<file path="src/rtl/lafl_pkg.sv">
// lafl_pkg: shared types, codes and coefficient tables of the fir low-pass block
// no dependencies
`default_nettype none
package lafl_pkg;
   localparam int SAMPLE_BITS = 16;
   localparam int FRAME_BITS  = 16;
   localparam int CNT_BITS    = 17;
   localparam int CSR_ADDR_BITS = 3;
   localparam int CSR_DATA_BITS = 17;
   localparam int ACC_BITS = 48;

   localparam logic [CSR_ADDR_BITS-1:0] REG_FILTER_MODE   = 3'd0;
   localparam logic [CSR_ADDR_BITS-1:0] REG_CHANNEL_COUNT = 3'd1;
   localparam logic [CSR_ADDR_BITS-1:0] REG_FRAME_COUNT   = 3'd2;
   localparam logic [CSR_ADDR_BITS-1:0] REG_LOOP_ENABLE   = 3'd3;
   localparam logic [CSR_ADDR_BITS-1:0] REG_LOOP_START    = 3'd4;
   localparam logic [CSR_ADDR_BITS-1:0] REG_LOOP_LENGTH   = 3'd5;

   localparam logic [1:0] MODE_FIRST  = 2'd1;
   localparam logic [1:0] MODE_SECOND = 2'd2;

   localparam logic OP_LOAD = 1'b0;
   localparam logic OP_READ = 1'b1;

   // command kinds handed from front to back
   typedef enum logic [1:0] {
      CMD_LOAD  = 2'd0,
      CMD_OOR   = 2'd1,
      CMD_PASS  = 2'd2,
      CMD_FIR   = 2'd3
   } cmd_kind_type;

   typedef enum logic [2:0] {
      ST_IDLE  = 3'd0,
      ST_TAP   = 3'd1,
      ST_DRAIN = 3'd2,
      ST_ROUND = 3'd3,
      ST_OUT   = 3'd4
   } back_state_type;

   // 32-bit coefficient from table and tap
   function automatic logic signed [31:0] coef(input logic second, input logic [5:0] d);
      logic signed [31:0] a [0:30];
      logic signed [31:0] b [0:30];
      begin
         a = '{4451951, 3496322, 413266, 43034, -26954, 20100, -15385, 12107,
               -9762, 8037, -6732, 5722, -4925, 4285, -3762, 3331,
               -2970, 2666, -2406, 2183, -1989, 1821, -1673, 1543,
               -1427, 1324, -1232, 1149, -1075, 1007, -946};
         b = '{5017996, 3179995, 155908, 58284, -39063, 27751, -20619, 15906,
               -12644, 10296, -8550, 7217, -6175, 5345, -4674, 4122,
               -3663, 3278, -2950, 2670, -2428, 2218, -2034, 1873,
               -1729, 1602, -1489, 1387, -1295, 1212, -1137};
         if (d > 6'd30) coef = '0;
         else if (second) coef = b[d[4:0]];
         else coef = a[d[4:0]];
      end
   endfunction
endpackage
`default_nettype wire

</file>
<file path="src/rtl/lafl_front.sv">
// lafl_front: accepts requests, classifies them and computes loop bounds
// depends on lafl_pkg
`default_nettype none
module lafl_front (
   input  wire logic clock,
   input  wire logic reset,
   input  wire logic in_valid,
   output logic in_ready,
   input  wire logic operation,
   input  wire logic [lafl_pkg::FRAME_BITS-1:0] frame_index,
   input  wire logic channel,
   input  wire logic signed [15:0] sample_value,
   input  wire logic [1:0] filter_mode,
   input  wire logic [1:0] channel_count,
   input  wire logic [16:0] frames,
   input  wire logic loop_enable,
   input  wire logic [16:0] loop_start,
   input  wire logic [16:0] loop_length,
   output logic cmd_valid,
   input  wire logic cmd_ready,
   output lafl_pkg::cmd_kind_type cmd_kind,
   output logic [15:0] cmd_frame,
   output logic cmd_channel,
   output logic signed [15:0] cmd_sample,
   output logic cmd_second,
   output logic cmd_in_loop,
   output logic [16:0] cmd_begin,
   output logic [16:0] cmd_len
);
   logic [1:0] chans;
   logic [16:0] fr17, lbegin, rest, llen;
   logic inl;
   lafl_pkg::cmd_kind_type kind;

   // effective counts and loop window
   always_comb begin
      chans = (channel_count == 2'd0) ? 2'd1 : ((channel_count > 2'd2) ? 2'd2 : channel_count);
      fr17 = (frames > 17'h10000) ? 17'h10000 : frames;
      lbegin = (loop_start < fr17) ? loop_start : fr17;
      rest = fr17 - lbegin;
      llen = '0;
      if (loop_enable && lbegin < fr17)
         llen = (loop_length == 17'd0) ? rest : ((loop_length < rest) ? loop_length : rest);
      inl = (llen != 17'd0) && ({1'b0, frame_index} >= lbegin)
            && ({1'b0, frame_index} < lbegin + llen);
      if (operation == lafl_pkg::OP_LOAD) kind = lafl_pkg::CMD_LOAD;
      else if ({1'b0, frame_index} >= fr17 || {1'b0, channel} >= chans) kind = lafl_pkg::CMD_OOR;
      else if (filter_mode == lafl_pkg::MODE_FIRST || filter_mode == lafl_pkg::MODE_SECOND)
         kind = lafl_pkg::CMD_FIR;
      else kind = lafl_pkg::CMD_PASS;
   end

   // one-entry queue register
   logic full_ff;
   assign in_ready = !full_ff || cmd_ready;
   assign cmd_valid = full_ff;
   always_ff @(posedge clock) begin
      if (reset) full_ff <= 1'b0;
      else if (in_ready) full_ff <= in_valid;
   end
   always_ff @(posedge clock) begin
      if (in_ready && in_valid) begin
         cmd_kind <= kind;
         cmd_frame <= frame_index;
         cmd_channel <= channel;
         cmd_sample <= sample_value;
         cmd_second <= (filter_mode == lafl_pkg::MODE_SECOND);
         cmd_in_loop <= inl;
         cmd_begin <= lbegin;
         cmd_len <= llen;
      end
   end
endmodule
`default_nettype wire

</file>
<file path="config.mk">
export PLATFORM = sky130hd
export DESIGN_NAME = lafl_front
export DESIGN_NICKNAME = d
export VERILOG_FILES = /design/src/rtl/lafl_pkg.sv /design/src/rtl/lafl_front.sv
export SDC_FILE = /design/constraint.sdc
export NUM_CORES = 1
export LEC_CHECK = 0
export ABC_AREA = 1
export BUFFER_PORTS_ARGS = -buffer_cell sky130_fd_sc_hd__buf_4
export CAP_MARGIN = 20
export CORE_MARGIN = 4
export CORE_UTILIZATION = 45
export DETAILED_ROUTE_END_ITERATION = 16
export MAX_ROUTING_LAYER = met4
export PLACE_DENSITY_LB_ADDON = 0.2
export REMOVE_ABC_BUFFERS = 1
export SYNTH_ARGS = -nofsm -noshare
export SYNTH_HDL_FRONTEND = slang
export SYNTH_SLANG_ARGS = --single-unit
</file>
<file path="constraint.sdc">
create_clock -name clock -period 20.1 [get_ports clock]
set_input_delay 2.01 -clock clock [delete_from_list [all_inputs] [get_ports clock]]
set_output_delay 2.01 -clock clock [all_outputs]
set_load 0.02 [all_outputs]
</file>
==> flow_metrics.py, run 1 <==
metrics = {
    "global_routing": {
        "gr-total-overflow": 0,
        "grt_first_pass_wirelength_microns": 29180,
        "grt_max_degree": 60,
        "antenna_found_initial": 0,
        "grt_use_total_pct": 22.30,
        "first_global_vias": 6149,
    },
    "clock_network": {
        "root_buffer": "clkbuf_16",
        "ctsLongestPathBuffers": 2,
        "numCtsBuffers": 9,
        "post-cts-setup-buffers": 0,
        "holdBufCountCts": 0,
        "clk_pin_slew_ns": 0.06,
        "clock_latency_ns": 0.34,
        "htree_levels": 3,
        "tritoncts": "done",
        "cts_sinks": 72,
        "ctsResizeCount": 0,
    },
    "logic_synthesis": {
        "syn_inst": 891,
        "synth_edf_count": 71,
        "synth-seq-area-share_pct": 31.71,
        "yosys-top-cells-count": "231 x nand2_1, 159 x inv_1, 113 x ha_1, 72 x nor2_1, 71 x edfxtp_1",
        "ys.flop_type": "edfxtp_1",
        "yosys.area_share.simple_pct": 24.30,
        "ys_seq_elements": 72,
        "synth_fa_ha_area_share_pct": 21.42,
        "synth_area_per_cell_sq_um": 7.617,
        "synth_most_common_cell": "nand2_1",
        "synth-compound-area-share_pct": 10.05,
        "synthDominantCellAreaShare_pct": 31.42,
        "synth_xor_area_share_pct": 2.839,
        "netlist_top_cells_area": "edfxtp_1 31%, ha_1 21%, nand2_1 13%",
        "syn-cell-area_sq_um": 6787,
        "synthArstFlopShare_pct": 0,
        "synth_top_family_by_area": "simple AND/OR/NAND/NOR gates",
        "synth_cell_type_count": 42,
        "synth.area.mux_share_pct": 0,
        "yosysWarnings": 0,
        "synth_top_cell_by_area": "edfxtp_1",
    },
    "drt": {
        "wl_microns": 18570,
        "drtIter0Drc": 388,
        "vias": 6380,
        "firstDrtPassIters": 5,
        "ant_nets": 0,
        "via_per_inst": 5.112,
        "wire_per_inst_microns": 14.88,
        "drc": 0,
    },
    "floorplanning": {
        "die_h_microns": 130.8,
        "row_count": 44,
        "io_pins": 167,
        "start_util_pct": 46.34,
        "core_sq_um": 14640,
        "fp.dieW_microns": 130.8,
        "dieArea_sq_um": 17110,
    },
    "worst_setup_path": {
        "crit_path_end_kind": "register",
        "critPathMaxFanout": 31,
        "path_class": "in -> reg",
        "setup.worst_path.start_class": "primary input",
        "cp_slowest_stage_delay_ns": 0.81,
        "crit_path_frequent_cell": "nand2_1",
        "slowest_stage": "o21ai_0",
        "cp.required_ns": 20.20,
        "arrival_ns": 12.36,
    },
    "pwr": {
        "seqPwrFrac_pct": 27.9,
        "p_sw_share_pct": 40.05,
        "power.total_w": 0.0006640,
        "p_clk_share_pct": 24.9,
        "switching_power_w": 0.0002659,
        "powerDensity_nw_per_um2": 77.85,
        "p_int_w": 0.0003981,
        "peakVddDrop_uv": 42.12,
        "p_leak_nw": 4.517,
        "power_frac_comb_pct": 47.2,
    },
    "timing": {
        "fin_tns_setup_ns": 0,
        "slew_headroom_pct": 35.61,
        "holdWs_ns": 0.5440,
        "final_max_slew_viol_count": 0,
        "fin_worst_skew_ns": 0.005727,
        "period_minus_slack_ns": 12.26,
        "rsz0062_at_grt": "no",
        "fmax_mhz": 81.58,
        "min_period_over_period_pct": 60.99,
        "finalSetupViolations": 0,
        "tightest_slew_ns": 0.9635,
        "hold_viol": 0,
    },
    "layout": {
        "antenna_cells": 0,
        "fin_nets": 1268,
        "syn2layout_area_growth_pct": 25.68,
        "fin_util_pct": 58.25,
        "drive_gt1_share_pct": 18.80,
        "layout.cells.non_filler": 1248,
    },
    "placed_design": {
        "dp.cells": 1232,
        "gp_congestion": 0.9508,
        "dp.final_hpwl_microns": 15730,
        "numPortBuffers": 165,
    },
    "worst_hold_path": {
        "hold_path_class": "reg -> reg",
    },
    "job": {
        "cap_violations": 0,
    },
    "status": {
        "status": "finished, final reports clean",
    },
}
==> final timing paths <==
check | slack (ns) | endpoint | from | cells past startpoint
hold reg to reg | 0.54 | cmd_valid | cmd_valid | 2
hold / removal | 0.54 | cmd_valid | cmd_valid | 2
setup / recovery | 7.84 | cmd_in_loop | frames[8] | 53
setup reg to reg | 18.25 | cmd_len[15] | cmd_valid | 2
==> state kept, by name (all words and copies together) (netlist names) <==
signal	flops
cmd_channel	1
cmd_begin	17
cmd_in_loop	1
cmd_len	17
cmd_frame	16
cmd_valid	1
cmd_second	1
cmd_sample	16
cmd_kind	2
==> power by group through the flow <==
stage,registers (W),logic [W],clock network (W)
after detailed placement,0.000189,0.000311,0
final,0.000185,0.000313,0.000165
after floorplan,0.000205,0.000201,0
after global routing,0.000186,0.000358,0.000173
after CTS,0.000185,0.000313,0.000168
after global placement,0.000188,0.000305,0
==> worst max-delay path, delay by kind of cell <==
| kind | cells | cell delay (ns) |
|---|---|---|
| and+or+nand+nor | 23 | 3.66 |
| AOI/OAI and AO/OA | 14 | 3.14 |
| adders and majority gates | 7 | 2.30 |
| buffers and inverters | 7 | 0.78 |
| xor gates and xnor gates | 2 | 0.45 |
==> cell type report <==
| class | count | area, sq um |
|---|---|---|
| clock buffer | 9 | 225.2 |
| clock inverter | 7 | 78.83 |
| fill | 1386 | 6115 |
| inverter | 162 | 608.1 |
| multi-input combinational | 648 | 3989 |
| sequential | 72 | 2152 |
| tap | 184 | 230.2 |
| timing repair buffer | 166 | 1246 |
==> per-layer routing <==
metal	share of wire, %	track usage (%)	vias to the layer above
met5	0	-	-
met4	2.3	6.715	0
met3	7.6	3.699	32
met2	47	37.65	195
met1	43	27.45	2873
li1	-	-	3280
==> through the flow <==
| stage | instance area (sq um) | setup WS [ns] |
|---|---|---|
| 5_1_grt | 8529 | 6.870 |
| 4_1_cts | 8529 | 7.937 |
| 2_1_floorplan | 6738 | 10.27 |
| 3_3_place_gp | 8225 | 7.751 |
| 3_5_place_dp | 8225 | 7.588 |
| 6_report | 8529 | 7.841 |
==> logic make-up after synthesis <==
group	Yosys count
XOR/XNOR	22
AND/OR/NAND/NOR	393
buffers and inverters	171
flip-flops	72
adder cells (fa/ha/maj)	115
AO/OA/AOI/OAI	118
==> cell usage in the layout, fill, tap and decap left out, drive strengths merged <==
cell type,n
nand3,40
a21o,5
xor2,11
o211ai,1
nand2,237
buf,166
clkinv,1
nor3,17
a21oi,62
a221oi,1
or2,2
dfxtp,1
xnor2,11
clkinvlp,3
o221a,1
a31oi,1
o2111ai,1
ha,113
a211oi,5
bufinv,1
nand4,14
and2,2
a21boi,4
o221ai,1
fa,2
edfxtp,71
clkbuf,9
a22oi,1
nand3b,8
o21a,4
nor2,73
o21ai,31
inv,164
Power figures use the tool's default switching activity.
==> inputs of run 2 (changes only) <==
==> constraint.sdc (replaced) <==
create_clock -name clock -period 10.85 [get_ports clock]
set_input_delay 1.085 -clock clock [delete_from_list [all_inputs] [get_ports clock]]
set_output_delay 1.085 -clock clock [all_outputs]
set_load 0.02 [all_outputs]
==> flow_metrics.py, run 2 (same netlist as run 1, synthesis figures left out) <==
metrics = {
    "floorplanning": {
        "fp.dieW_microns": 130.8,
        "die_h_microns": 130.8,
        "dieArea_sq_um": 17110,
        "core_sq_um": 14640,
        "io_pins": 167,
        "row_count": 44,
        "start_util_pct": 46.34,
    },
    "worst_hold_path": {
        "min_path_cells": 2,
        "hold_path_class": "reg -> reg",
    },
    "placed_design": {
        "gp_congestion": 0.9482,
        "dp.final_hpwl_microns": 16100,
        "pre_cts_ws_ns": 0.6619,
        "numPortBuffers": 165,
    },
    "pwr": {
        "peakVddDrop_uv": 89.05,
        "powerDensity_nw_per_um2": 146.4,
        "p_leak_nw": 4.594,
        "power.total_w": 0.001266,
    },
    "global_routing": {
        "grt_first_pass_wirelength_microns": 30070,
        "grt_max_degree": 50,
        "antenna_found_initial": 0,
        "first_global_vias": 6343,
        "gr-total-overflow": 0,
        "grt_use_total_pct": 23.20,
    },
    "drt": {
        "via_per_inst": 5.125,
        "drtIter0Drc": 424,
        "wire_per_inst_microns": 15.08,
        "firstDrtPassIters": 6,
        "ant_nets": 0,
        "vias": 6458,
        "drc": 0,
        "wl_microns": 19000,
    },
    "clock_network": {
        "htree_levels": 3,
        "ctsResizeCount": 0,
        "root_buffer": "clkbuf_16",
        "clk_pin_slew_ns": 0.06,
        "clock_latency_ns": 0.33,
        "tritoncts": "done",
        "ctsLongestPathBuffers": 2,
        "holdBufCountCts": 0,
        "cts_sinks": 72,
        "numCtsBuffers": 9,
        "post-cts-setup-buffers": 0,
    },
    "job": {
        "cap_violations": 0,
    },
    "layout": {
        "reg_top3": "cmd_begin x17, cmd_len x17",
        "fin_nets": 1280,
        "final_cell_mix": "231 x nand2_1, 178 x buf_4, 159 x inv_1",
        "drive_gt1_share_pct": 19.70,
        "syn2layout_area_growth_pct": 27.36,
        "nFillCells": 1351,
        "antenna_cells": 0,
        "final_common_cell": "nand2_1",
    },
    "timing": {
        "final_max_slew_viol_count": 0,
        "fmax_mhz": 100.7,
        "fin_tns_setup_ns": 0,
        "rsz0062_at_grt": "no",
        "fin_worst_skew_ns": 0.003449,
        "hold_viol": 0,
        "finalSetupViolations": 0,
        "tightest_slew_ns": 0.7106,
        "min_period_over_period_pct": 91.57,
        "setup_ws_ns": 0.9151,
        "period_minus_slack_ns": 9.935,
        "slew_headroom_pct": 52.52,
    },
    "worst_setup_path": {
        "path_class": "in -> reg",
        "cp_slowest_stage_delay_ns": 0.45,
        "crit_path_end_kind": "register",
        "setup.worst_path.start_class": "primary input",
        "cp.required_ns": 11.05,
        "arrival_ns": 10.13,
        "r2r_cells": 2,
        "critPathMaxFanout": 18,
        "crit_path_frequent_cell": "nand2_1",
        "slowest_stage": "fa_1",
    },
    "status": {
        "status": "finished, final reports clean",
    },
}
run 2: stage by stage:
stage,instance area [sq um],std cells,util [%],hold WS (ns)
3_3_place_gp,8315,1244,56.78,0.5266
5_1_grt,8643,1260,59.02,0.6003
4_1_cts,8643,1260,59.02,0.5615
2_1_floorplan,6738,882,-,0.7055
3_5_place_dp,8315,1244,56.78,0.5498
6_report,8643,1260,59.02,0.5688
run 2: final timing paths:
kind,startpoint,to,slack [ns]
worst min register to register,cmd_valid,cmd_valid,0.57
worst max register to register,cmd_valid,cmd_len[13],8.84
worst max-delay path,frames[5],cmd_in_loop,0.92
worst min-delay path,cmd_valid,cmd_valid,0.57
run 2: cell type report:
class,instances,area [sq um],share of cell area [%]
inverter,162,608.1,7.035
multi-input combinational,648,3989,46.15
clock inverter,7,102.6,1.187
clock buffer,9,225.2,2.606
timing repair buffer,178,1336,15.46
sequential,72,2152,24.90
tap,184,230.2,2.664
run 2: layer usage:
metal  GRT usage (%)  routed length [microns]
met5               -                        0
met2           38.10                     8815
met3           4.593                     1544
met4           9.316                      693
met1           28.04                     7951
run 2: worst max-delay path, delay by kind of cell:
kind / cells / cell delay, ns
xor+xnor: 2 / 0.43
fa+ha+maj: 7 / 2.13
simple gates: 24 / 2.83
buf+inv: 9 / 1.13
compound gates: 13 / 2.49
run 2: where the power goes:
part	internal [W]	total, W	switching (W)
combinational	0.000230	0.000593	0.000363
clock	0.000204	0.000329	0.000126
sequential	0.000337	0.000343	0.00000643
total	0.000771	0.00127	0.000495
